<file path="config.mk">
export PLATFORM = sky130hd
export DESIGN_NAME = mi3_umul
export DESIGN_NICKNAME = d
export VERILOG_FILES = /design/src/hw/rtl/mi3_pkg.sv /design/src/hw/rtl/mi3_umul.sv
export SDC_FILE = /design/constraint.sdc
export NUM_CORES = 2
export LEC_CHECK = 0
export BUFFER_PORTS_ARGS = -buffer_cell sky130_fd_sc_hd__buf_2
export CORE_AREA = 4 4 279 281
export CTS_CLUSTER_SIZE = 16
export DETAILED_ROUTE_END_ITERATION = 8
export DIE_AREA = 0 0 283 285
export GPL_ROUTABILITY_DRIVEN = 1
export PLACE_DENSITY = 0.63
export SYNTH_ARGS = -nofsm -noshare
export SYNTH_HDL_FRONTEND = slang
export SYNTH_SLANG_ARGS = --single-unit
</file>
<file path="constraint.sdc">
create_clock -name clk -period 9.55 [get_ports clk]
set_input_delay 0.955 -clock clk [delete_from_list [all_inputs] [get_ports clk]]
set_output_delay 0.955 -clock clk [all_outputs]
set_load 0.01 [all_outputs]
</file>
<file path="src/hw/rtl/mi3_pkg.sv">
// Shared types and constants for the 3x3 matrix inverse pipeline.
// No dependencies.
`timescale 1ns / 1ps

package mi3_pkg;

  localparam int LIMB_W = 32;

  typedef struct packed {
    logic en;
    logic valid;
  } pipe_ctl_t;

endpackage

</file>
<file path="src/hw/rtl/mi3_umul.sv">
// Pipelined unsigned multiplier built from 32x32 limb products, two stages.
// Depends on mi3_pkg.
`timescale 1ns / 1ps

module mi3_umul
  import mi3_pkg::*;
#(
  parameter int AW = 32,
  parameter int BW = 32,
  parameter int SW = 1
) (
  input  logic              clk,
  input  logic              rst,
  input  pipe_ctl_t         ctl,
  input  logic [AW-1:0]     a,
  input  logic [BW-1:0]     b,
  input  logic [SW-1:0]     side_in,
  output logic              valid_out,
  output logic [AW+BW-1:0]  p,
  output logic [SW-1:0]     side_out
);

  localparam int NA = (AW + LIMB_W - 1) / LIMB_W;
  localparam int NB = (BW + LIMB_W - 1) / LIMB_W;
  localparam int XW = (NA + NB) * LIMB_W;

  logic [NA*LIMB_W-1:0]  ax;
  logic [NB*LIMB_W-1:0]  bx;
  logic [2*LIMB_W-1:0]   pp [NA][NB];
  logic                  v1;
  logic [SW-1:0]         side1;
  logic [XW-1:0]         acc;

  assign ax = (NA*LIMB_W)'(a);
  assign bx = (NB*LIMB_W)'(b);

  always_comb begin
    acc = '0;
    for (int i = 0; i < NA; i++) begin
      for (int j = 0; j < NB; j++) begin
        acc = acc + (XW'(pp[i][j]) << ((i + j) * LIMB_W));
      end
    end
  end

  always_ff @(posedge clk) begin
    if (rst) begin
      v1        <= 1'b0;
      valid_out <= 1'b0;
    end else if (ctl.en) begin
      v1        <= ctl.valid;
      valid_out <= v1;
    end
  end

  always_ff @(posedge clk) begin
    if (ctl.en) begin
      for (int i = 0; i < NA; i++) begin
        for (int j = 0; j < NB; j++) begin
          pp[i][j] <= ax[i*LIMB_W +: LIMB_W] * bx[j*LIMB_W +: LIMB_W];
        end
      end
      side1    <= side_in;
      p        <= acc[AW+BW-1:0];
      side_out <= side1;
    end
  end

endmodule

</file>
### Word level (Yosys, flattened, before mapping)

Memory sizes are Yosys's and may differ from the RTL's. A register that Yosys moved wholly into a read port is not among the register bits.
Index checks and enable logic that the tools add are counted.

* register bits: 4
* bits in writable memories: 64
* bits of input ports: 69
* output and inout port bits: 66
* logic and storage cells: 8
* memories kept: 1

Memory list
* pp: words 1, bits a word 64, rd ports 1, clocked after Yosys merged registers in 1, write ports 1, RTL line mi3_umul.sv:29 `logic [2*LIMB_W-1:0] pp [NA][NB];`

* multipliers: 1
* multiplexer cells: 2

Operator list (count)
* multiplier 32 x 32 -> 64 bit: 1
* two-way mux 1 bit: 2

### Longest topological paths before layout

* depth after elaboration: 2
* depth in mapped cells: 29
* depth with buffers taken out: 27

### Worst setup path before layout

Ideal clock, no wire load.

* path type: in2reg
* start: in a[24]
* end: mem pp[0][62] (netlist bit) (data pin)
* library setup time: 0.260 ns
* arrival: 7.564 ns
* data required time: 9.290 ns
* slack: 1.726 ns
* stages: 25
* buffers on the path: 1
* cell sequence: clkbuf_1 > nand2_1 > fa_1 > inv_1 > fa_1 > inv_1 > fa_1 > inv_1 > fa_1 > fa_1 > fa_1 > fa_1 > inv_1 > fa_1 > inv_1 > ha_1 > and2_1 > nand3_1 > or3b_1 > a41oi_1 > a41o_4 > a31oi_4 > o31ai_2 > a311oi_2 > xnor2_1

* cells in the longest elaborated chain, start to end: 1

Ends and longest elaborated chain
* start, declared: RTL line mi3_umul.sv:15 `input logic [AW-1:0] a,`
* multiplier 32 x 32 -> 64 bit: RTL line mi3_umul.sv:60 `pp[i][j] <= ax[i*LIMB_W +: LIMB_W] * bx[j*LIMB_W +: LIMB_W];`
* end, declared: RTL line mi3_umul.sv:29

Every way passes these cells.

### Final worst setup path

* start: in b[26]
* end: mem pp[0][62] (netlist bit) (data pin)

* cells in the longest elaborated chain, start to end: 1

Ends and longest elaborated chain
* start, declared: RTL line mi3_umul.sv:16 `input logic [BW-1:0] b,`
* multiplier 32 x 32 -> 64 bit: RTL line mi3_umul.sv:60

Every way passes these cells.

==> results.md <==
### CTS
* CTS Sinks: 132
* hold buffer count at cts: 0
* number of buffers added for setup after CTS: 0
* clock-pin slew reported for the worst setup and hold paths after clock tree synthesis: 60 ps
* CTS H-tree depth: 4
* number of buffers added by the clock tree synthesis step: 17
* worst-case clock buffer depth: 2
* CTS tree: yes
* number of cells upsized or downsized after cts: 0
* root buf cell: clkbuf_16
* Clk Latency, worst-skew pair: 410 ps

### Routing
* Routed wire per std cell: 21.1 um
* antenna viol nets, final: 0
* wire length reported by the detailed router: 101 mm
* DR DRC count: 0
* Initial DRT Pass Iterations: 5
* mean number of vias per cell: 5.38
* total via count after detailed routing: 25700
* detailed router's first-iteration violation count: 1532

### Worst setup path
* CP Data Required Time: 9720 ps
* slowest stage delay, CP: 700 ps
* crit path DAT: 8510 ps
* peak fanout along the critical path: 32
* Slowest cell on crit path: buf_2
* critical-path cell list: buf_2 -> nand2_1 -> fa_1 -> inv_1 -> fa_1 -> fa_1 -> fa_1 -> fa_1 -> fa_1 -> fa_1 -> inv_1 -> fa_1 -> inv_1 -> ha_1 -> and3_1 -> nand3_1 -> or3b_1 -> a41oi_1 -> a41o_4 -> a31oi_4 -> o31ai_2 -> a311oi_2 -> xnor2_1
* start-to-end type of the worst setup path: in -> reg
* endpoint kind of the worst setup timing path: flop
* CP dominant cell by count: fa_1
* startpoint type of the worst setup path: primary input

### Timing
* Max-slew headroom: 34.4%
* final critical-path share of the clock period: 87.4%
* setup repair after global routing missed its margin: false
* Max Slew Vio Count: 0
* number of failing setup endpoints in the final timing report: 0
* actual slew at the worst max-slew pin: 984 ps
* highest achievable clock rate: 120 MHz
* clock skew: 8.27 ps
* Final Critical Period: 8350 ps
* number of endpoints with negative hold slack in the final report: 0
* Setup TNS: 0 ps

### Placement
* final weighted congestion in routability-driven placement: 0.894
* quantity of I/O buffers inserted on ports: 134
* estimated wirelength of the detail-placed design: 78.2 mm

### Floorplan
* Horiz. Die Dim: 283 um
* area of the core region: 75400 um^2
* die footprint: 80700 um^2
* # rows: 101
* die height: 285 um
* number of primary I/O pins: 135
* effective utilization at floorplan: 49.5%

### Global routing
* initial antenna violation count: 8
* first-pass GRT wire length: 162 mm
* global-route congestion overflow total: 0
* GR Layer Usage met2: 45.7%
* largest net degree at the start of global routing: 81
* GR Layer Usage met1: 32.8%
* GR Util met3: 3.32%
* vias in the first global route: 28200
* grt peak-use layer: met2
* aggregate global-route resource usage: 26.0%

### Logic synthesis
* distinct cell type count after synthesis: 64
* syn avg cell area: 9.75 um^2
* top post-synthesis cells by count: fa_1 (896), inv_1 (868), and2_1 (601)
* post-synthesis instance area: 37300 um^2
* fraction of registers with async set or reset after synthesis: 0%
* Synth Register Bits: 132
* most common cell in the synthesized netlist: fa_1
* Synth area leader: fa_1
* dominant register cell in the synthesized netlist: edfxtp_1
* share of the synthesized area in the top cell type: 48.0%
* yosys warns: 0
* cells after synthesis: 3831
* register area share after synthesis: 10.6%
* number of enable flip-flop cells after synthesis: 130
* Area contributors post-synth: fa_1 (48%), edfxtp_1 (10%), and2_1 (10%)
* post-synthesis net count: 5059

### Layout
* area growth from synthesis to final layout: 5.04%
* fraction of final layout cells with drive strength greater than 1: 5.15%
* nets@finish: 5018

### Job
* max-cap violations: 0

### Run status
* outcome: completed

### Worst hold path
* path class of the lowest-slack min-delay path: reg -> reg

state kept, by name, summed over array words and instances (netlist names):
| name | cells |
|---|---|
| p | 64 |
| pp | 64 |
| side1 | 1 |
| side_out | 1 |
| v1 | 1 |
| valid_out | 1 |
critical path, delay by kind of cell:
family	cells	cell delay, ps
adders and majority gates	9	4500
AOI/OAI and AO/OA	5	1030
and+or+nand+nor	4	990
buffers and inverters	4	850
xor gates and xnor gates	1	140
path summary, 6_finish.rpt:
check,start,end,slack [ps],cells past startpoint
max,b[26],pp[0][62],1200,23
min,pp[0][34],p[34],410,0
max reg2reg,pp[0][61],p[61],8850,0
min reg2reg,pp[0][34],p[34],410,0
placed cells by master (no fill, tap or decap), drive strengths merged, types with 3 or more instances in the layout:
master	instances
clkinv	3
a31oi	8
and3	5
bufinv	4
inv	870
nand3	16
a41oi	3
edfxtp	130
o21bai	12
nor3	3
fa	896
xnor2	38
xor2	22
nor2b	11
a21oi	72
o21ai	38
a21boi	3
clkbuf	22
nand4	16
nand2b	9
and2	601
a311oi	5
nor2	35
o211ai	7
a211oi	3
buf	154
ha	263
o21a	5
nand2	470
o31ai	3
a21o	38
per-stage QoR:
step	area, um^2	cells	worst slack, ps	hold WS [ps]	util, %
2_1_floorplan	37300	3831	1730	400	-
3_3_place_gp	38600	4749	877	402	51.1
3_5_place_dp	38600	4749	835	405	51.1
4_1_cts	39200	4781	1260	415	52.0
5_1_grt	39200	4782	868	411	52.0
6_report	39200	4783	1200	412	52.0
kinds of logic after synthesis:
family	Yosys count	synth area share [%]
AND/OR/NAND/NOR	1175	16.3
AO/OA/AOI/OAI	219	3.91
buffers and inverters	1082	10.9
flip-flops	132	10.6
multiplexers	4	0.114
adder cells (fa/ha/maj)	1159	56.8
XOR/XNOR	60	1.41
routing by layer:
metal,wire length (um),vias up
met5,36,-
met4,4860,6
met3,5260,230
met2,51500,848
met1,39200,13500
li1,-,11100
layout make-up:
| class | count | area, um^2 |
|---|---|---|
| diodes | 2 | 5.00 |
| clock buffers | 22 | 464 |
| clock inverters | 10 | 171 |
| fillers | 6924 | 36200 |
| inverters | 868 | 3260 |
| multi-input cells | 2617 | 29300 |
| flip-flops and latches | 132 | 3940 |
| well taps | 978 | 1220 |
| repair buffers | 154 | 827 |
Power is left out: the tool's default activity adds up to more than one toggle a clock period on the data nets, which glitch-free logic cannot reach.
